==> src/sv/clns_pkg.sv <==
// ============================================================================
// clns_pkg
// Shared types, constants and phase helpers for the character LCD nibble
// sequencer (4-bit bus).
// ============================================================================
package clns_pkg;

    // Request opcodes
    localparam logic [2:0] OP_INIT   = 3'd0;
    localparam logic [2:0] OP_CMD    = 3'd1;
    localparam logic [2:0] OP_DATA   = 3'd2;
    localparam logic [2:0] OP_GOTO   = 3'd3;
    localparam logic [2:0] OP_NUMBER = 3'd4;

    // Job kinds carried from front to back
    localparam logic [1:0] KIND_INIT   = 2'd0;
    localparam logic [1:0] KIND_BYTE   = 2'd1;
    localparam logic [1:0] KIND_NUMBER = 2'd2;

    // Sizing
    localparam int NUMBER_DIGITS_DEFAULT = 5;
    localparam int MAX_DIGITS            = 5;       // digits of a 16-bit value
    localparam int MAX_POS               = 25 / 4;  // position cap of a number run
    localparam int QUEUE_DEPTH           = 2;
    localparam logic [4:0] INIT_LAST_IDX = 5'd24;

    // LCD command bytes and characters
    localparam logic [7:0] CMD_CLEAR     = 8'h01;
    localparam logic [7:0] CMD_HOME      = 8'h02;
    localparam logic [7:0] CMD_FUNC_4BIT = 8'h28;
    localparam logic [7:0] CMD_DISP_ON   = 8'h0C;
    localparam logic [7:0] CMD_ENTRY     = 8'h06;
    localparam logic [7:0] CMD_SET_DDRAM = 8'h80;
    localparam logic [6:0] ROW1_BASE     = 7'h40;
    localparam logic [7:0] CHAR_ZERO     = 8'h30;
    localparam logic [7:0] CHAR_SPACE    = 8'h20;
    localparam logic [3:0] NIB_WAKE      = 4'h3;
    localparam logic [3:0] NIB_4BIT      = 4'h2;

    // Hold times in microseconds
    localparam logic [15:0] EN_HIGH_US    = 16'd1;
    localparam logic [15:0] EN_LOW_US     = 16'd100;
    localparam logic [15:0] BYTE_TAIL_US  = 16'd50;
    localparam logic [15:0] CLEAR_TAIL_US = 16'd2000;
    localparam logic [15:0] POWER_UP_US   = 16'd40000;
    localparam logic [15:0] WAKE0_US      = 16'd5000;
    localparam logic [15:0] WAKE1_US      = 16'd150;

    // Reciprocal of ten for 16-bit values: q = (v * 0xCCCD) >> 19
    localparam logic [15:0] DIV10_MUL   = 16'hCCCD;
    localparam int          DIV10_SHIFT = 19;

    typedef logic [3:0] digit_t;

    typedef struct packed {
        logic [1:0]                   kind;
        logic                         rs;
        logic [7:0]                   byte_val;
        digit_t [MAX_DIGITS-1:0]      digits;   // least significant first
        logic [2:0]                   nd;       // digit count
        logic [2:0]                   npos;     // positions printed
    } job_t;

    typedef struct packed {
        logic        rs;
        logic [3:0]  nib;
        logic        en;
        logic [15:0] wait_us;
    } phase_t;

    // One of the four phases of a byte: high nibble first, EN high then low
    function automatic phase_t byte_phase(input logic rs, input logic [7:0] b,
                                          input logic [1:0] ph);
        phase_t      p;
        logic [15:0] extra;
        extra = BYTE_TAIL_US;
        if (!rs && (b == CMD_CLEAR || b == CMD_HOME))
        begin
            extra = BYTE_TAIL_US + CLEAR_TAIL_US;
        end
        p.rs  = rs;
        p.nib = ph[1] ? b[3:0] : b[7:4];
        p.en  = ~ph[0];
        if (!ph[0])
        begin
            p.wait_us = EN_HIGH_US;
        end
        else if (ph[1])
        begin
            p.wait_us = EN_LOW_US + extra;
        end
        else
        begin
            p.wait_us = EN_LOW_US;
        end
        return p;
    endfunction

    // Power-up sequence, 25 phases
    function automatic phase_t init_phase(input logic [4:0] idx);
        phase_t      p;
        logic [4:0]  j;
        logic [7:0]  b;
        logic [15:0] extra;
        p = '0;
        j = 5'd0;
        b = 8'h00;
        extra = 16'd0;
        if (idx == 5'd0)
        begin
            p.rs      = 1'b0;
            p.nib     = 4'h0;
            p.en      = 1'b0;
            p.wait_us = POWER_UP_US;
        end
        else if (idx < 5'd9)
        begin
            // wake-up nibbles 3, 3, 3, then 2
            j = idx - 5'd1;
            case (j[2:1])
                2'd0:    extra = WAKE0_US;
                2'd1:    extra = WAKE1_US;
                default: extra = 16'd0;
            endcase
            p.rs      = 1'b0;
            p.nib     = (j[2:1] == 2'd3) ? NIB_4BIT : NIB_WAKE;
            p.en      = ~j[0];
            p.wait_us = j[0] ? (EN_LOW_US + extra) : EN_HIGH_US;
        end
        else
        begin
            j = idx - 5'd9;
            case (j[3:2])
                2'd0:    b = CMD_FUNC_4BIT;
                2'd1:    b = CMD_DISP_ON;
                2'd2:    b = CMD_ENTRY;
                default: b = CMD_CLEAR;
            endcase
            p = byte_phase(1'b0, b, j[1:0]);
        end
        return p;
    endfunction

endpackage

==> src/sv/clns_req_if.sv <==
// ============================================================================
// clns_req_if
// Request channel: one beat is one LCD request.
// ============================================================================
interface clns_req_if;
    logic        valid;
    logic        ready;
    logic [2:0]  opcode;
    logic [7:0]  byte_value;
    logic        row;
    logic [5:0]  column;
    logic [15:0] number;

    modport source (output valid, output opcode, output byte_value, output row,
                    output column, output number, input ready);
    modport sink   (input valid, input opcode, input byte_value, input row,
                    input column, input number, output ready);
endinterface

==> src/sv/clns_phase_if.sv <==
// ============================================================================
// clns_phase_if
// Pin phase channel: one beat is one phase of RS, D4..D7 and EN levels.
// ============================================================================
interface clns_phase_if;
    logic        valid;
    logic        ready;
    logic        reg_select;
    logic [3:0]  data_nibble;
    logic        enable;
    logic [15:0] wait_us;
    logic        last;

    modport source (output valid, output reg_select, output data_nibble,
                    output enable, output wait_us, output last, input ready);
    modport sink   (input valid, input reg_select, input data_nibble,
                    input enable, input wait_us, input last, output ready);
endinterface

==> src/sv/clns_front.sv <==
// ============================================================================
// clns_front
// Accepts requests, classifies them into jobs and converts numbers to
// decimal digits, one digit per cycle.
// ============================================================================
module clns_front #(
    parameter int NUMBER_DIGITS = clns_pkg::NUMBER_DIGITS_DEFAULT
) (
    input  logic                clk,
    input  logic                rst_n,
    clns_req_if.sink            req,
    input  logic                q_full,
    output logic                push,
    output clns_pkg::job_t      push_job
);

    localparam logic ST_IDLE = 1'b0;
    localparam logic ST_CONV = 1'b1;
    localparam int   PAD_POS = (NUMBER_DIGITS < clns_pkg::MAX_POS) ?
                               NUMBER_DIGITS : clns_pkg::MAX_POS;

    logic                      state_reg, state_next;
    logic [15:0]               v_reg;
    logic [2:0]                nd_reg;
    clns_pkg::digit_t [clns_pkg::MAX_DIGITS-1:0] dig_reg;

    logic                      accept;
    logic [31:0]               prod;
    logic [15:0]               quot;
    logic [15:0]               rem;
    logic                      conv_done;
    logic [2:0]                nd_out;
    logic [6:0]                addr;
    clns_pkg::digit_t [clns_pkg::MAX_DIGITS-1:0] dig_cur;

    assign req.ready = (state_reg == ST_IDLE) && !q_full;
    assign accept    = req.valid && req.ready;

    // Divide by ten through the reciprocal, remainder by back-multiply
    assign prod      = 32'(v_reg) * 32'(clns_pkg::DIV10_MUL);
    assign quot      = 16'(prod >> clns_pkg::DIV10_SHIFT);
    assign rem       = v_reg - ((quot << 3) + (quot << 1));
    assign conv_done = (state_reg == ST_CONV) &&
                       ((quot == 16'd0) || (nd_reg == 3'(clns_pkg::MAX_DIGITS - 1)));
    assign nd_out    = nd_reg + 3'd1;
    assign addr      = req.row ? (clns_pkg::ROW1_BASE + {1'b0, req.column})
                               : {1'b0, req.column};

    // Job build and push
    always_comb
    begin
        dig_cur         = dig_reg;
        dig_cur[nd_reg] = rem[3:0];
        push_job        = '0;
        push            = 1'b0;
        if (state_reg == ST_CONV)
        begin
            push              = conv_done;
            push_job.kind     = clns_pkg::KIND_NUMBER;
            push_job.rs       = 1'b1;
            push_job.digits   = dig_cur;
            push_job.nd       = nd_out;
            push_job.npos     = (nd_out > 3'(PAD_POS)) ? nd_out : 3'(PAD_POS);
        end
        else
        begin
            case (req.opcode)
                clns_pkg::OP_INIT:
                begin
                    push          = accept;
                    push_job.kind = clns_pkg::KIND_INIT;
                end
                clns_pkg::OP_CMD:
                begin
                    push              = accept;
                    push_job.kind     = clns_pkg::KIND_BYTE;
                    push_job.rs       = 1'b0;
                    push_job.byte_val = req.byte_value;
                end
                clns_pkg::OP_DATA:
                begin
                    push              = accept;
                    push_job.kind     = clns_pkg::KIND_BYTE;
                    push_job.rs       = 1'b1;
                    push_job.byte_val = req.byte_value;
                end
                clns_pkg::OP_GOTO:
                begin
                    push              = accept;
                    push_job.kind     = clns_pkg::KIND_BYTE;
                    push_job.rs       = 1'b0;
                    push_job.byte_val = clns_pkg::CMD_SET_DDRAM | {1'b0, addr};
                end
                default:
                begin
                    push = 1'b0;   // numbers wait for conversion, unknown ops drop
                end
            endcase
        end
    end

    // Next state
    always_comb
    begin
        state_next = state_reg;
        case (state_reg)
            ST_IDLE:
            begin
                if (accept && req.opcode == clns_pkg::OP_NUMBER)
                begin
                    state_next = ST_CONV;
                end
            end
            ST_CONV:
            begin
                if (conv_done)
                begin
                    state_next = ST_IDLE;
                end
            end
            default: state_next = ST_IDLE;
        endcase
    end

    always_ff @(posedge clk or negedge rst_n)
    begin
        if (!rst_n)
        begin
            state_reg <= ST_IDLE;
        end
        else
        begin
            state_reg <= state_next;
        end
    end

    // Digit engine datapath
    always_ff @(posedge clk)
    begin
        if (state_reg == ST_IDLE)
        begin
            v_reg  <= req.number;
            nd_reg <= 3'd0;
        end
        else
        begin
            v_reg           <= quot;
            nd_reg          <= nd_out;
            dig_reg[nd_reg] <= rem[3:0];
        end
    end

endmodule

==> src/sv/clns_queue.sv <==
// ============================================================================
// clns_queue
// Short job queue between front and back.
// ============================================================================
module clns_queue (
    input  logic           clk,
    input  logic           rst_n,
    input  logic           push,
    input  clns_pkg::job_t push_job,
    output logic           full,
    input  logic           pop,
    output logic           head_valid,
    output clns_pkg::job_t head_job
);

    localparam int PTR_W = (clns_pkg::QUEUE_DEPTH > 1) ? $clog2(clns_pkg::QUEUE_DEPTH) : 1;
    localparam int CNT_W = $clog2(clns_pkg::QUEUE_DEPTH + 1);

    clns_pkg::job_t   mem_reg [clns_pkg::QUEUE_DEPTH];
    logic [PTR_W-1:0] wr_ptr_reg, rd_ptr_reg;
    logic [CNT_W-1:0] count_reg;

    assign full       = (count_reg == CNT_W'(clns_pkg::QUEUE_DEPTH));
    assign head_valid = (count_reg != '0);
    assign head_job   = mem_reg[rd_ptr_reg];

    // Pointers and fill count
    always_ff @(posedge clk or negedge rst_n)
    begin
        if (!rst_n)
        begin
            wr_ptr_reg <= '0;
            rd_ptr_reg <= '0;
            count_reg  <= '0;
        end
        else
        begin
            if (push)
            begin
                wr_ptr_reg <= (wr_ptr_reg == PTR_W'(clns_pkg::QUEUE_DEPTH - 1)) ?
                              '0 : wr_ptr_reg + PTR_W'(1);
            end
            if (pop)
            begin
                rd_ptr_reg <= (rd_ptr_reg == PTR_W'(clns_pkg::QUEUE_DEPTH - 1)) ?
                              '0 : rd_ptr_reg + PTR_W'(1);
            end
            if (push && !pop)
            begin
                count_reg <= count_reg + CNT_W'(1);
            end
            else if (pop && !push)
            begin
                count_reg <= count_reg - CNT_W'(1);
            end
        end
    end

    // Storage
    always_ff @(posedge clk)
    begin
        if (push)
        begin
            mem_reg[wr_ptr_reg] <= push_job;
        end
    end

endmodule

==> src/sv/clns_back.sv <==
// ============================================================================
// clns_back
// Walks the head job phase by phase into a registered output stage.
// ============================================================================
module clns_back (
    input  logic           clk,
    input  logic           rst_n,
    input  logic           head_valid,
    input  clns_pkg::job_t head_job,
    output logic           pop,
    clns_phase_if.source   phase
);

    logic [4:0]        idx_reg;
    logic              out_valid_reg;
    clns_pkg::phase_t  out_reg;
    logic              out_last_reg;

    logic              advance;
    logic [2:0]        pos;
    logic [1:0]        phn;
    logic [2:0]        dig_idx;
    logic [7:0]        num_byte;
    clns_pkg::phase_t  cur;
    logic              cur_last;

    assign advance = head_valid && (!out_valid_reg || phase.ready);
    assign pos     = idx_reg[4:2];
    assign phn     = idx_reg[1:0];
    assign dig_idx = head_job.nd - 3'd1 - pos;
    assign pop     = advance && cur_last;

    // Current phase of the head job
    always_comb
    begin
        num_byte = clns_pkg::CHAR_SPACE;
        if (pos < head_job.nd)
        begin
            num_byte = clns_pkg::CHAR_ZERO + {4'h0, head_job.digits[dig_idx]};
        end
        case (head_job.kind)
            clns_pkg::KIND_INIT:
            begin
                cur      = clns_pkg::init_phase(idx_reg);
                cur_last = (idx_reg == clns_pkg::INIT_LAST_IDX);
            end
            clns_pkg::KIND_BYTE:
            begin
                cur      = clns_pkg::byte_phase(head_job.rs, head_job.byte_val, phn);
                cur_last = (phn == 2'd3);
            end
            clns_pkg::KIND_NUMBER:
            begin
                cur      = clns_pkg::byte_phase(1'b1, num_byte, phn);
                cur_last = (phn == 2'd3) && (pos == head_job.npos - 3'd1);
            end
            default:
            begin
                cur      = '0;
                cur_last = 1'b1;
            end
        endcase
    end

    // Phase counter and output valid
    always_ff @(posedge clk or negedge rst_n)
    begin
        if (!rst_n)
        begin
            idx_reg       <= 5'd0;
            out_valid_reg <= 1'b0;
        end
        else
        begin
            if (advance)
            begin
                idx_reg       <= cur_last ? 5'd0 : idx_reg + 5'd1;
                out_valid_reg <= 1'b1;
            end
            else if (phase.ready)
            begin
                out_valid_reg <= 1'b0;
            end
        end
    end

    // Output payload
    always_ff @(posedge clk)
    begin
        if (advance)
        begin
            out_reg      <= cur;
            out_last_reg <= cur_last;
        end
    end

    assign phase.valid       = out_valid_reg;
    assign phase.reg_select  = out_reg.rs;
    assign phase.data_nibble = out_reg.nib;
    assign phase.enable      = out_reg.en;
    assign phase.wait_us     = out_reg.wait_us;
    assign phase.last        = out_last_reg;

endmodule

==> src/sv/char_lcd_nibble_sequencer_core.sv <==
// ============================================================================
// char_lcd_nibble_sequencer_core
// Character LCD 4-bit bus sequencer: turns requests into runs of pin phases.
// ============================================================================
//  channel | dir | beat                          | last beat of run
//  --------+-----+-------------------------------+------------------
//  req     | in  | one request (opcode + fields) | n/a
//  phase   | out | one pin phase (RS, D, EN, us) | phase.last = 1
//
//  Phases: one phase per cycle from the back end unless phase.ready stalls it;
//  init is 25 phases, a command, character or goto 4, a number 4 per printed
//  position. Number conversion runs in the front at one digit per cycle (up to
//  5 digits) via the divide-by-ten unit, while the back end works the queued job.
//  Reset: asynchronous, clears queue pointers, state and output valid.
//  Stalls: phase.ready low holds the output register; the two-entry job queue
//  keeps the front accepting until it fills.
// ============================================================================
module char_lcd_nibble_sequencer_core #(
    parameter int NUMBER_DIGITS = clns_pkg::NUMBER_DIGITS_DEFAULT
) (
    input  logic          clk,
    input  logic          rst_n,
    clns_req_if.sink      req,
    clns_phase_if.source  phase
);

    logic           push;
    clns_pkg::job_t push_job;
    logic           q_full;
    logic           pop;
    logic           head_valid;
    clns_pkg::job_t head_job;

    clns_front #(
        .NUMBER_DIGITS (NUMBER_DIGITS)
    ) u_front (
        .clk      (clk),
        .rst_n    (rst_n),
        .req      (req),
        .q_full   (q_full),
        .push     (push),
        .push_job (push_job)
    );

    clns_queue u_queue (
        .clk        (clk),
        .rst_n      (rst_n),
        .push       (push),
        .push_job   (push_job),
        .full       (q_full),
        .pop        (pop),
        .head_valid (head_valid),
        .head_job   (head_job)
    );

    clns_back u_back (
        .clk        (clk),
        .rst_n      (rst_n),
        .head_valid (head_valid),
        .head_job   (head_job),
        .pop        (pop),
        .phase      (phase)
    );

endmodule

==> src/flat_wrapper.sv <==
// flat-port wrapper written by rule: the top's interface ports become plain ports
module char_lcd_nibble_sequencer_core_flat 
#(
    parameter int NUMBER_DIGITS = clns_pkg::NUMBER_DIGITS_DEFAULT
)
  (clk, rst_n, req_valid, req_opcode, req_byte_value, req_row, req_column, req_number, req_ready, phase_valid, phase_reg_select, phase_data_nibble, phase_enable, phase_wait_us, phase_last, phase_ready);
  clns_req_if req_i ();
  clns_phase_if phase_i ();
  input  logic clk;
  input  logic rst_n;
  input wire logic [$bits(req_i.valid)-1:0] req_valid;
  input wire logic [$bits(req_i.opcode)-1:0] req_opcode;
  input wire logic [$bits(req_i.byte_value)-1:0] req_byte_value;
  input wire logic [$bits(req_i.row)-1:0] req_row;
  input wire logic [$bits(req_i.column)-1:0] req_column;
  input wire logic [$bits(req_i.number)-1:0] req_number;
  output wire logic [$bits(req_i.ready)-1:0] req_ready;
  output wire logic [$bits(phase_i.valid)-1:0] phase_valid;
  output wire logic [$bits(phase_i.reg_select)-1:0] phase_reg_select;
  output wire logic [$bits(phase_i.data_nibble)-1:0] phase_data_nibble;
  output wire logic [$bits(phase_i.enable)-1:0] phase_enable;
  output wire logic [$bits(phase_i.wait_us)-1:0] phase_wait_us;
  output wire logic [$bits(phase_i.last)-1:0] phase_last;
  input wire logic [$bits(phase_i.ready)-1:0] phase_ready;
  assign req_i.valid = req_valid;
  assign req_i.opcode = req_opcode;
  assign req_i.byte_value = req_byte_value;
  assign req_i.row = req_row;
  assign req_i.column = req_column;
  assign req_i.number = req_number;
  assign req_ready = req_i.ready;
  assign phase_valid = phase_i.valid;
  assign phase_reg_select = phase_i.reg_select;
  assign phase_data_nibble = phase_i.data_nibble;
  assign phase_enable = phase_i.enable;
  assign phase_wait_us = phase_i.wait_us;
  assign phase_last = phase_i.last;
  assign phase_i.ready = phase_ready;
  char_lcd_nibble_sequencer_core #(.NUMBER_DIGITS(NUMBER_DIGITS)) u_core (.clk(clk), .rst_n(rst_n), .req(req_i), .phase(phase_i));
endmodule
==> config.mk <==
export PLATFORM = sky130hd
export DESIGN_NAME = char_lcd_nibble_sequencer_core_flat
export DESIGN_NICKNAME = d
export VERILOG_FILES = /design/src/sv/clns_pkg.sv /design/src/sv/clns_req_if.sv /design/src/sv/clns_phase_if.sv /design/src/sv/clns_front.sv /design/src/sv/clns_queue.sv /design/src/sv/clns_back.sv /design/src/sv/char_lcd_nibble_sequencer_core.sv /design/src/flat_wrapper.sv
export SDC_FILE = /design/constraint.sdc
export NUM_CORES = 1
export LEC_CHECK = 0
export ABC_AREA = 0
export BUFFER_PORTS_ARGS = -buffer_cell sky130_fd_sc_hd__buf_2
export CAP_MARGIN = 40
export CORE_MARGIN = 5
export CORE_UTILIZATION = 55
export DETAILED_ROUTE_END_ITERATION = 16
export MAX_ROUTING_LAYER = met4
export PLACE_DENSITY_LB_ADDON = 0.1
export SLEW_MARGIN = 10
export SYNTH_ARGS = -nofsm -noshare
export SYNTH_HDL_FRONTEND = slang
export SYNTH_HIERARCHICAL = 1
export SYNTH_SLANG_ARGS = --single-unit
==> constraint.sdc <==
create_clock -name clk -period 7.6 [get_ports clk]
set_input_delay 1.52 -clock clk [delete_from_list [all_inputs] [get_ports clk]]
set_output_delay 1.52 -clock clk [all_outputs]
set_load 0.01 [all_outputs]
==> Flow_metrics.wiki, run 1 <==
{| class="wikitable"
! Metric !! Value
|-
| Overall global routing resource usage || 0.260
|-
| DR vias/cell || between 5 and 6
|-
| Worst Max-Slew Pin Slew || 0.772 ns
|-
| Site Rows || between 50 and 60
|-
| Total Routed Length || between 20,000 and 30,000 um
|-
| Weighted congestion at the end of routability-driven global placement || approximately 0.99
|-
| Setup TNS || 0 ns
|-
| Number of distinct standard cells referenced by the synthesized netlist || between 80 and 90
|-
| Area of combinational cells with multiple inputs || 0.00708 mm2
|-
| Total area of sequential cells || 0.00405 mm2
|-
| Fin. max-slew vios || 0
|-
| Worst R2R Path Depth || 21
|-
| Crit path kind || flip-flop to flip-flop
|-
| DIE HEIGHT || between 150 and 200 um
|-
| Capturing element type of the critical path || flip-flop
|-
| Largest fanout on the critical path || 37
|-
| Starting DRT DRC Count || 469
|-
| H-tree levels || 4
|-
| Max transition margin || 0.485
|-
| Instance count along the most critical hold path || 1
|-
| Number of antenna violations at the first check in global routing || 0
|-
| Reg2Reg Setup Slack || slightly above 0.3 ns
|-
| Result of the run || complete, no violations
|-
| Data required time at the worst endpoint || approximately 7.7 ns
|-
| Clock sink total || around 140
|-
| Vias in the first global route || between 8,000 and 9,000
|-
| HP Start || u_core/u_front/nd_reg[0]
|-
| Number of post-CTS setup repair buffers || 0
|-
| Async SR Flop Fraction || 0.0769
|-
| Bufs on Longest Clock Path || 2
|-
| Setup violation total in the final timing report || 0
|-
| Global-route wire length before repair || approximately 48,000 um
|-
| DRC violations left || 0
|-
| Worst Hold Class || flip-flop to flip-flop
|-
| Hpwl dp || between 20,000 and 25,000 um
|-
| Inserted Clock Buffers || 17
|-
| Flip-flop count of the largest register, all copies and words added || 74
|-
| Share of the cycle needed by the critical path after routing || 0.959
|-
| Top Metal Used || met4
|-
| CTS tree || built
|-
| Metal-1 WL || roughly 12,000 um
|-
| Source-to-sink clock delay at the later pin of the worst-skew pair || roughly 0.43 ns
|-
| Number of nets in the layout || 1,463
|-
| Total of hold buffers inserted after clock tree synthesis || 0
|-
| DR vias || roughly 8,300
|-
| Maximum Capacitance Violations || 0
|-
| Number of enable flip-flop cells after synthesis || between 100 and 150
|-
| Flip-flop and latch count after synthesis || 143
|-
| Layout Utilization || 0.609
|-
| # resized after CTS || 0
|-
| Final hold vios || 0
|-
| Reg2reg end || u_core/u_queue/mem_reg[0][3]
|-
| RSZ-0062 raised after global routing || no
|-
| Mean cell area of the mapped netlist || 10.6 um2
|-
| Yosys synthesis warning count || 6
|-
| Residual overflow from global routing || 0
|-
| Syn-to-layout area delta || 9.00%
|-
| Reg2reg start || u_core/u_front/v_reg[1]
|-
| Data arrival time of the critical path || about 7.4 ns
|-
| Starting density of the core || 0.558
|-
| Antenna Nets Post-Route || 0
|-
| Layout Skew || between 0.01 and 0.015 ns
|-
| Number of ports placed on the die boundary || between 60 and 70
|-
| Die outline area || 0.0252 mm2
|-
| Cell Area, Synth || 0.0121 mm2
|-
| Width of the die || ~160 um
|-
| Largest net degree at the start of global routing || 66
|-
| First-pass iteration count of the detailed router || 5
|-
| Post-detailed-route wirelength per cell || about 20 um
|-
| CTS clock-pin slew for the worst setup and hold paths || about 0.08 ns
|-
| Predominant post-synthesis flop cell || edfxtp_1
|-
| Fraction of layout cells with a size suffix above 1 || 0.151
|-
| Placeable core area || roughly 0.022 mm2
|-
| Startpoint types || flip-flop
|-
| Maximum clock frequency || approximately 0.14 GHz
|-
| Detail Route met2 WL || 15,600 um
|-
| Fillers || between 1,500 and 2,000
|-
| Post-Syn Instances || roughly 1,100
|-
| Clock tree root driver cell || clkbuf_16
|-
| Sequential share of the synthesized area || 0.333
|-
| Final cell area excluding filler cells || between 0.01 and 0.015 mm2
|-
| Clock period minus worst slack || between 7 and 8 ns
|-
| Sum of met3 wire segment lengths after detailed routing || ~940 um
|-
| Placed Instance Area || about 0.013 mm2
|-
| Total inserted antenna cells || 0
|-
| Worst min-delay path endpoint || u_core/u_front/nd_reg[0]
|-
| Number of buffers added on ports || 60
|}
-- synthesized netlist by cell type, drive strengths merged, types with 4 or more instances --
| cell type | count | area share |
|---|---|---|
| inv | 213 | 0.066 |
| ha | 153 | 0.16 |
| edfxtp | 113 | 0.28 |
| fa | 80 | 0.13 |
| nand2 | 66 | 0.020 |
| mux2 | 53 | 0.055 |
| nor2 | 52 | 0.016 |
| o21ai | 44 | 0.018 |
| a21oi | 38 | 0.016 |
| and2 | 29 | 0.015 |
| clkbuf | 21 | 0.0073 |
| xor2 | 20 | 0.014 |
| dfxtp | 19 | 0.031 |
| buf | 18 | 0.012 |
| nor3 | 18 | 0.0074 |
| nand3 | 15 | 0.0062 |
| a211oi | 13 | 0.0091 |
| nor2b | 13 | 0.0067 |
| dfrtp | 11 | 0.023 |
| xnor2 | 11 | 0.0079 |
| a22oi | 10 | 0.0062 |
| a21o | 9 | 0.0056 |
| nand2b | 9 | 0.0046 |
| o31ai | 8 | 0.0061 |
| or3 | 7 | 0.0038 |
| nor4 | 6 | 0.0031 |
| o211ai | 6 | 0.0037 |
| o22ai | 6 | 0.0031 |
| a31o | 5 | 0.0036 |
| o21a | 5 | 0.0031 |
| o21bai | 5 | 0.0034 |
| o2bb2ai | 5 | 0.0036 |
| mux2i | 4 | 0.0033 |
-- per-layer routing --
layer | GRT usage | vias to the layer above
li1 | - | 4020
met1 | 0.306 | 4062
met2 | 0.454 | 193
met3 | 0.0272 | 52
met4 | 0.108 | 0
met5 | - | -
-- critical path, cell delays in order (launching register included) --
cell      delay, ns
dfxtp_1        0.50
ha_1           0.34
inv_1          0.08
fa_1           0.48
inv_1          0.06
fa_1           0.52
fa_1           0.53
fa_1           0.54
inv_1          0.05
fa_1           0.53
inv_1          0.04
ha_1           0.35
nand4_2        0.17
nor3_1         0.57
nand2_1        0.19
o211ai_1       0.23
xor2_1         0.18
or4_4          0.57
nor2_1         0.13
a31o_2         0.21
nor2b_4        0.14
buf_4          0.44
-- per-stage QoR --
stage	hold slack (ns)	instances	setup WS, ns
4_1_cts	0.494	1485	0.418
3_5_place_dp	0.484	1453	0.426
6_report	0.496	1485	0.311
5_1_grt	0.518	1485	0.0235
3_3_place_gp	0.474	1452	0.470
2_1_floorplan	0.440	1144	0.569
-- worst max-delay path by stage --
| stage | start | to | slack (ns) | depth (start not counted) |
|---|---|---|---|---|
| after floorplan | u_core/u_front/v_reg[7] | u_core/u_queue/mem_reg[0][0] | 0.57 | 20 |
| after global placement | u_core/u_front/v_reg[3] | u_core/u_queue/mem_reg[0][21] | 0.47 | 22 |
| after detailed placement | u_core/u_front/v_reg[3] | u_core/u_queue/mem_reg[0][21] | 0.43 | 21 |
| after CTS | u_core/u_front/v_reg[3] | u_core/u_queue/mem_reg[0][3] | 0.42 | 21 |
| after global routing | u_core/u_front/v_reg[1] | u_core/u_queue/mem_reg[0][3] | 0.02 | 21 |
| final | u_core/u_front/v_reg[1] | u_core/u_queue/mem_reg[0][3] | 0.31 | 21 |
-- cells in the final DEF (no fill, tap or decap), types with 27 or more instances in the layout --
master | Yosys | final
edfxtp_1 | 113 | 113
nor2_1 | 52 | 52
fa_1 | 80 | 80
o21ai_0 | 42 | 42
ha_1 | 153 | 153
and2_1 | 27 | 27
a21oi_1 | 37 | 37
nand2_1 | 66 | 66
buf_2 | 7 | 60
inv_1 | 213 | 213
mux2_2 | 33 | 33
-- cell families after synthesis --
kind of cell	Yosys count	share of synthesized area
xor+xnor	33	0.0261
simple gates	237	0.0985
other cells	1	0.000309
buf+inv	252	0.0847
mux	60	0.0642
fa+ha+maj	233	0.289
compound gates	184	0.104
flops	143	0.333
-- cell type report --
| class | instances | share of cell area |
|---|---|---|
| multi-input cells | 749 | 0.535 |
| flip-flops and latches | 143 | 0.306 |
| inverters | 213 | 0.0604 |
| clock buffers | 17 | 0.0321 |
| repair buffers | 68 | 0.0291 |
| well taps | 280 | 0.0265 |
| clock inverters | 15 | 0.0111 |
Power of run 1 is not shown: default switching activity piles up to over one toggle a cycle in this logic, so the estimate is an artifact.
==> run 2: changes to the inputs <==
--- a/config.mk
+++ b/config.mk
@@ -16,5 +16,4 @@
 export SLEW_MARGIN = 10
 export SYNTH_ARGS = -nofsm -noshare
 export SYNTH_HDL_FRONTEND = slang
-export SYNTH_HIERARCHICAL = 1
 export SYNTH_SLANG_ARGS = --single-unit
==> run 2 against run 1 <==
  * Area after synthesis is 3.7% lower
  * Global-route usage is 3.7 points lower
  * Sequential share of layout area is 0.79 points higher
  * Utilization is 0.72 points higher
  * Hold slack better by 0.0025 ns
  * Fmax is 3.1% higher
  * Design area is 2.5% lower
  * First-iteration DRC count is 30% lower
  * Critical path depth stayed put
  * Critical endpoint is now u_core.u_queue.mem_reg[1][14]
==> Flow_metrics.wiki, run 2 <==
{| class="wikitable"
! Metric !! Value
|-
| Sequential share of the synthesized area || 0.346
|-
| CTS tree || built
|-
| Post-Syn Instances || 1,104
|-
| Worst min-delay path endpoint || u_core.u_front.nd_reg[0]
|-
| Hpwl dp || approximately 21,000 um
|-
| Commonest non-fill, non-tap cell in the layout || inv_1
|-
| Setup violation total in the final timing report || 0
|-
| Starting DRT DRC Count || around 330
|-
| Flip-flop and latch count after synthesis || around 140
|-
| HP Start || u_core.u_front.nd_reg[0]
|-
| Slowest cell on the critical path || fa_1
|-
| Share of cell area taken by muxes after synthesis || 0.0584
|-
| Number of enable flip-flop cells after synthesis || about 110
|-
| Worst path setup slack after routing || 0.527 ns
|-
| Setup TNS || 0 ns
|-
| Number of nets in the layout || between 1,000 and 1,500
|-
| RSZ-0062 raised after global routing || no
|-
| Post-Synth XOR/XNOR Area || 0.0255
|-
| Number of ports placed on the die boundary || 63
|-
| Area share of the largest cell type after synthesis || 0.290
|-
| Cell taking the most area after synthesis || edfxtp_1
|-
| Post-detailed-route wirelength per cell || around 18 um
|-
| Number of post-CTS setup repair buffers || 0
|-
| Weighted congestion at the end of routability-driven global placement || roughly 0.96
|-
| Number of antenna violations at the first check in global routing || 0
|-
| Metal-1 WL || about 11,000 um
|-
| Total Routed Length || between 20,000 and 30,000 um
|-
| DR vias || 7,881
|-
| Number of distinct standard cells referenced by the synthesized netlist || between 60 and 70
|-
| Max transition margin || 0.457
|-
| Clock period minus worst slack || about 7.1 ns
|-
| Largest fanout on the critical path || 37
|-
| Commonest cells in the netlist || 208 x inv_1, 152 x ha_1, 113 x edfxtp_1, 80 x fa_1, 67 x nand2_1
|-
| Mean cell area of the mapped netlist || between 10 and 15 um2
|-
| Capturing element type of the critical path || flip-flop
|-
| Arithmetic-cell share of the synthesized area counting full adders, half adders and majority gates || 0.299
|-
| Clock tree root driver cell || clkbuf_16
|-
| Fraction of the mapped netlist area in compound gates || 0.0924
|-
| Clock sink total || 143
|-
| Layout Utilization || 0.616
|-
| Max incr delay on CP || approximately 0.57 ns
|-
| Reg2reg end || u_core.u_queue.mem_reg[1][14]
|-
| Number of buffers added on ports || 60
|-
| Setup slack at placement || roughly 0.46 ns
|-
| Residual overflow from global routing || 0
|-
| Fraction of layout cells with a size suffix above 1 || 0.127
|-
| Yosys synthesis warning count || 0
|-
| Top Metal Used || met4
|-
| Reg2Reg Setup Slack || between 0.5 and 0.6 ns
|-
| Cell Area, Synth || ~0.012 mm2
|-
| Sum of met3 wire segment lengths after detailed routing || between 500 and 600 um
|-
| Family with the most delay on the worst path || adder cells
|-
| Maximum Capacitance Violations || 0
|-
| Largest family of logic cells by synthesized area || adder cells
|-
| Detail Route met2 WL || 13,000 um
|-
| Flip-flop count of the largest register, all copies and words added || 74
|-
| Result of the run || complete, no violations
|-
| Layout Skew || roughly 0.018 ns
|-
| Reg2reg start || u_core.u_front.v_reg[7]
|-
| Non-filler instance count after layout || 1,444
|-
| Bufs on Longest Clock Path || 2
|-
| DIE HEIGHT || around 160 um
|-
| DR vias/cell || 5.46
|-
| Starting density of the core || 0.558
|-
| Syn-to-layout area delta || 10.3%
|-
| Critical path, cell by cell || ha_1, inv_1, fa_1, inv_1, fa_1, fa_1, fa_1, inv_1, fa_1, inv_1, ha_1, a21oi_1, o211ai_1, a221oi_2, nor2_1, nor4_1, o221ai_1, nor4_1, nand4_1, a21boi_4, buf_6
|-
| Width of the die || around 160 um
|-
| First-pass iteration count of the detailed router || 5
|-
| Inserted Clock Buffers || 17
|-
| Placeable core area || around 0.021 mm2
|-
| Site Rows || between 50 and 60
|-
| Data required time at the worst endpoint || 7.68 ns
|-
| Fin. max-slew vios || 0
|-
| Final hold vios || 0
|-
| Instance count along the most critical hold path || 1
|-
| Worst Max-Slew Pin Slew || roughly 0.8 ns
|-
| Overall global routing resource usage || 0.223
|-
| Maximum clock frequency || 0.141 GHz
|-
| Startpoint types || flip-flop
|-
| Post-Synth Simple-Gate Area || 0.0973
|-
| Worst R2R Path Depth || 21
|-
| Share of the cycle needed by the critical path after routing || 0.931
|-
| Count of placed standard cells including taps || 1,412
|-
| DRC violations left || 0
|-
| Largest net degree at the start of global routing || 68
|-
| Die outline area || 0.0243 mm2
|-
| Leading cell types in the layout, fill and taps excluded || 208 x inv_1, 152 x ha_1, 113 x edfxtp_1, 80 x fa_1, 67 x nand2_1
|-
| Global-route wire length before repair || ~40,000 um
|-
| Largest cells by area after synthesis || edfxtp_1 29%, ha_1 16%, fa_1 14%
|-
| Vias in the first global route || 7,862
|-
| Worst Hold Class || flip-flop to flip-flop
|-
| Antenna Nets Post-Route || 0
|-
| CP Buf/Inv Count || 5
|-
| # resized after CTS || 0
|-
| Predominant post-synthesis flop cell || edfxtp_1
|-
| Cell seen most often among critical-path stages || fa_1
|-
| Crit path kind || flip-flop to flip-flop
|-
| Most frequent cell after synthesis || inv_1
|-
| Async SR Flop Fraction || 0.0769
|-
| Total inserted antenna cells || 0
|-
| Data arrival time of the critical path || roughly 7.2 ns
|-
| Source-to-sink clock delay at the later pin of the worst-skew pair || around 0.42 ns
|-
| H-tree levels || 4
|-
| CTS clock-pin slew for the worst setup and hold paths || about 0.080 ns
|-
| Total of hold buffers inserted after clock tree synthesis || 0
|}
run 2: worst max-delay path by stage:
stage                                   startpoint                            end  slack (ns)  cells past startpoint
final                      u_core.u_front.v_reg[7]  u_core.u_queue.mem_reg[1][14]        0.53                     21
after global routing       u_core.u_front.v_reg[7]  u_core.u_queue.mem_reg[1][14]        0.03                     21
after CTS                  u_core.u_front.v_reg[7]  u_core.u_queue.mem_reg[1][14]        0.42                     21
after detailed placement   u_core.u_front.v_reg[7]  u_core.u_queue.mem_reg[1][24]        0.46                     21
after global placement    u_core.u_front.v_reg[10]  u_core.u_queue.mem_reg[1][24]        0.53                     18
after floorplan            u_core.u_front.v_reg[6]   u_core.u_queue.mem_reg[0][0]        0.44                     20
run 2: final cells by class:
cell class / instances / area (um2)
flip-flops and latches: 143 / 4050
inverters: 208 / 781
multi-input cells: 717 / 6730
well taps: 275 / 344
clock buffers: 17 / 425
repair buffers: 69 / 384
fillers: 1787 / 8050
clock inverters: 15 / 188
run 2: per-stage QoR:
stage / instance area, um2 / hold slack [ns]
after floorplan: 11700 / 0.446
after global placement: 12300 / 0.484
after detailed placement: 12300 / 0.491
after CTS: 12900 / 0.506
after global routing: 12900 / 0.527
final: 12900 / 0.499
run 2: kinds of logic (layout without fill, tap and decap cells):
logic type,after synthesis,after routing
simple gates,231,231
flops,143,143
mux,52,52
compound gates,166,166
xor+xnor,34,34
buf+inv,245,309
other cells,1,2
fa+ha+maj,232,232
run 2: routing by layer:
layer  up-vias  track usage
met3        46       0.0211
li1       3884            -
met2       152        0.374
met5         -            -
met4         0       0.0830
met1      3799        0.284
run 2: worst register-to-register path, stage by stage, from the launching register on:
cell	delay (ns)
dfxtp_1	0.37
ha_1	0.34
inv_1	0.09
fa_1	0.57
inv_1	0.07
fa_1	0.52
fa_1	0.53
fa_1	0.54
inv_1	0.05
fa_1	0.52
inv_1	0.04
ha_1	0.34
a21oi_1	0.21
o211ai_1	0.14
a221oi_2	0.39
nor2_1	0.16
nor4_1	0.35
o221ai_1	0.22
nor4_1	0.39
nand4_1	0.33
a21boi_4	0.22
buf_6	0.32
Power of run 2 is left out for the same reason.
==> run 3: changes to the inputs <==
--- a/config.mk
+++ b/config.mk
@@ -8,7 +8,6 @@
 export ABC_AREA = 0
 export BUFFER_PORTS_ARGS = -buffer_cell sky130_fd_sc_hd__buf_2
 export CAP_MARGIN = 40
-export CORE_MARGIN = 5
 export CORE_UTILIZATION = 55
 export DETAILED_ROUTE_END_ITERATION = 16
 export MAX_ROUTING_LAYER = met4
==> run 3 against run 2 <==
  * Fmax increased by 1.1%
  * Clock skew decreased by 0.00063 ns
  * Sequential share of layout area increased by 0.13 points
  * Die area decreased by 10%
  * First-iteration DRC count increased by 32%
  * Design area decreased by 0.41%
  * Utilization increased by 0.93 points
  * Hold slack got worse by 0.00086 ns
  * Routed wire length increased by 0.20%
  * Non-clock buffer count decreased by 1
  * Critical path depth unchanged
  * Via count increased by 0.19%
==> Flow_metrics.wiki, run 3 (same netlist as run 2, synthesis figures left out) <==
{| class="wikitable"
! Metric !! Value
|-
| Result of the run || complete, no violations
|-
| Capturing element type of the critical path || flip-flop
|-
| Post-detailed-route wirelength per cell || around 18 um
|-
| CTS tree || built
|-
| DR vias/cell || 5.49
|-
| Flip-flop count of the largest register, all copies and words added || between 70 and 80
|-
| Fin. max-slew vios || 0
|-
| Data required time at the worst endpoint || between 7 and 8 ns
|-
| Bufs on Longest Clock Path || 2
|-
| Clock tree root driver cell || clkbuf_16
|-
| Weighted congestion at the end of routability-driven global placement || ~0.94
|-
| Worst Max-Slew Pin Slew || between 0.8 and 0.9 ns
|-
| Layout Skew || 0.0177 ns
|-
| DR vias || roughly 8,000
|-
| Site Rows || between 50 and 60
|-
| Total inserted antenna cells || 0
|-
| Maximum clock frequency || roughly 0.14 GHz
|-
| Max transition margin || 0.461
|-
| Hpwl dp || approximately 21,000 um
|-
| Syn-to-layout area delta || 9.88%
|-
| Starting DRT DRC Count || 430
|-
| Startpoint types || flip-flop
|-
| Antenna Nets Post-Route || 0
|-
| Overall global routing resource usage || 0.258
|-
| Commonest non-fill, non-tap cell in the layout || inv_1
|-
| Clock sink total || approximately 140
|-
| Final hold vios || 0
|-
| Largest net degree at the start of global routing || 69
|-
| Starting density of the core || 0.569
|-
| Placed Instance Area || 0.0123 mm2
|-
| Total Routed Length || ~26,000 um
|-
| Number of buffers added on ports || 60
|-
| Width of the die || between 100 and 150 um
|-
| Global-route wire length before repair || roughly 42,000 um
|-
| Vias in the first global route || 7,980
|-
| Inserted Clock Buffers || 17
|-
| Share of the cycle needed by the critical path after routing || 0.921
|-
| Residual overflow from global routing || 0
|-
| H-tree levels || 4
|-
| Total area of sequential cells || slightly above 0.004 mm2
|-
| Placeable core area || approximately 0.021 mm2
|-
| # resized after CTS || 0
|-
| Setup slack at placement || 0.657 ns
|-
| Final cell area excluding filler cells || 0.0129 mm2
|-
| Layout Utilization || 0.625
|-
| Total of hold buffers inserted after clock tree synthesis || 0
|-
| RSZ-0062 raised after global routing || no
|-
| Crit path kind || flip-flop to flip-flop
|-
| Clock period minus worst slack || approximately 7 ns
|-
| Fraction of layout cells with a size suffix above 1 || 0.125
|-
| Number of antenna violations at the first check in global routing || 0
|-
| DIE HEIGHT || approximately 150 um
|-
| Area of combinational cells with multiple inputs || between 0.006 and 0.007 mm2
|-
| Die outline area || about 0.022 mm2
|-
| Worst Hold Class || flip-flop to flip-flop
|-
| Data arrival time of the critical path || about 7.1 ns
|-
| Leading cell types in the layout, fill and taps excluded || 208 x inv_1, 152 x ha_1, 113 x edfxtp_1, 80 x fa_1, 67 x nand2_1
|-
| Number of nets in the layout || about 1,400
|-
| Largest fanout on the critical path || 37
|-
| Number of post-CTS setup repair buffers || 0
|-
| Maximum Capacitance Violations || 0
|-
| DRC violations left || 0
|-
| Worst path setup slack after routing || 0.602 ns
|-
| First-pass iteration count of the detailed router || 4
|-
| CTS clock-pin slew for the worst setup and hold paths || about 0.070 ns
|-
| Number of ports placed on the die boundary || 63
|-
| Setup TNS || 0 ns
|-
| Fillers || 1,721
|-
| Setup violation total in the final timing report || 0
|-
| Source-to-sink clock delay at the later pin of the worst-skew pair || about 0.43 ns
|}
run 3: changes by cell type in the layout (fill, tap and decap cells not counted):
cell / before / now
buf_12: 1 / 2
buf_4: 7 / 6
buf_6: 1 / 0
bufinv_16: 2 / 0
clkinv_1: 0 / 1
clkinv_2: 1 / 0
clkinv_4: 1 / 3
clkinv_8: 1 / 0
clkinvlp_4: 0 / 1
inv_6: 6 / 4
inv_8: 4 / 6
run 3: worst paths after layout:
kind	cells past startpoint	slack (ns)	endpoint	start
setup / recovery	21	0.60	u_core.u_queue.mem_reg[1][19]	u_core.u_front.v_reg[8]
hold / removal	1	0.50	u_core.u_front.nd_reg[0]	u_core.u_front.nd_reg[0]
setup reg to reg	21	0.60	u_core.u_queue.mem_reg[1][19]	u_core.u_front.v_reg[8]
hold reg to reg	1	0.50	u_core.u_front.nd_reg[0]	u_core.u_front.nd_reg[0]
max in group asynchronous	1	6.39	u_core.u_front.state_reg	rst_n
min in group asynchronous	1	0.97	u_core.u_back.idx_reg[1]	rst_n
run 3: critical path, stage by stage (launching register included):
cell,delay (ns)
dfxtp_1,0.37
ha_1,0.33
inv_1,0.09
fa_1,0.56
inv_1,0.06
fa_1,0.50
fa_1,0.53
fa_1,0.56
inv_1,0.06
fa_1,0.52
inv_1,0.04
ha_1,0.34
a21oi_1,0.19
o211ai_1,0.15
a221oi_2,0.41
nor2_1,0.15
nor4_1,0.35
o221ai_1,0.24
nor4_1,0.39
nand4_1,0.33
a21boi_4,0.24
buf_12,0.24
run 3: stage by stage:
step | instances | hold WS (ns)
floorplan | 1105 | 0.446
global placement | 1406 | 0.482
detailed placement | 1406 | 0.497
CTS | 1438 | 0.512
global route | 1438 | 0.521
finish | 1438 | 0.498
run 3: area by class of cell:
type                       instances  share of cell area
clock buffer                      17              0.0331
clock inverter                    15              0.0109
inverter                         208              0.0607
multi-input combinational        717               0.524
sequential                       143               0.315
tap                              270              0.0263
timing repair buffer              68              0.0300
run 3: metal layers:
layer	track usage	wire (um)
met4	0.110	885
met2	0.432	12800
met1	0.319	11400
met5	-	0
met3	0.0290	626
Power of run 3 is left out for the same reason.
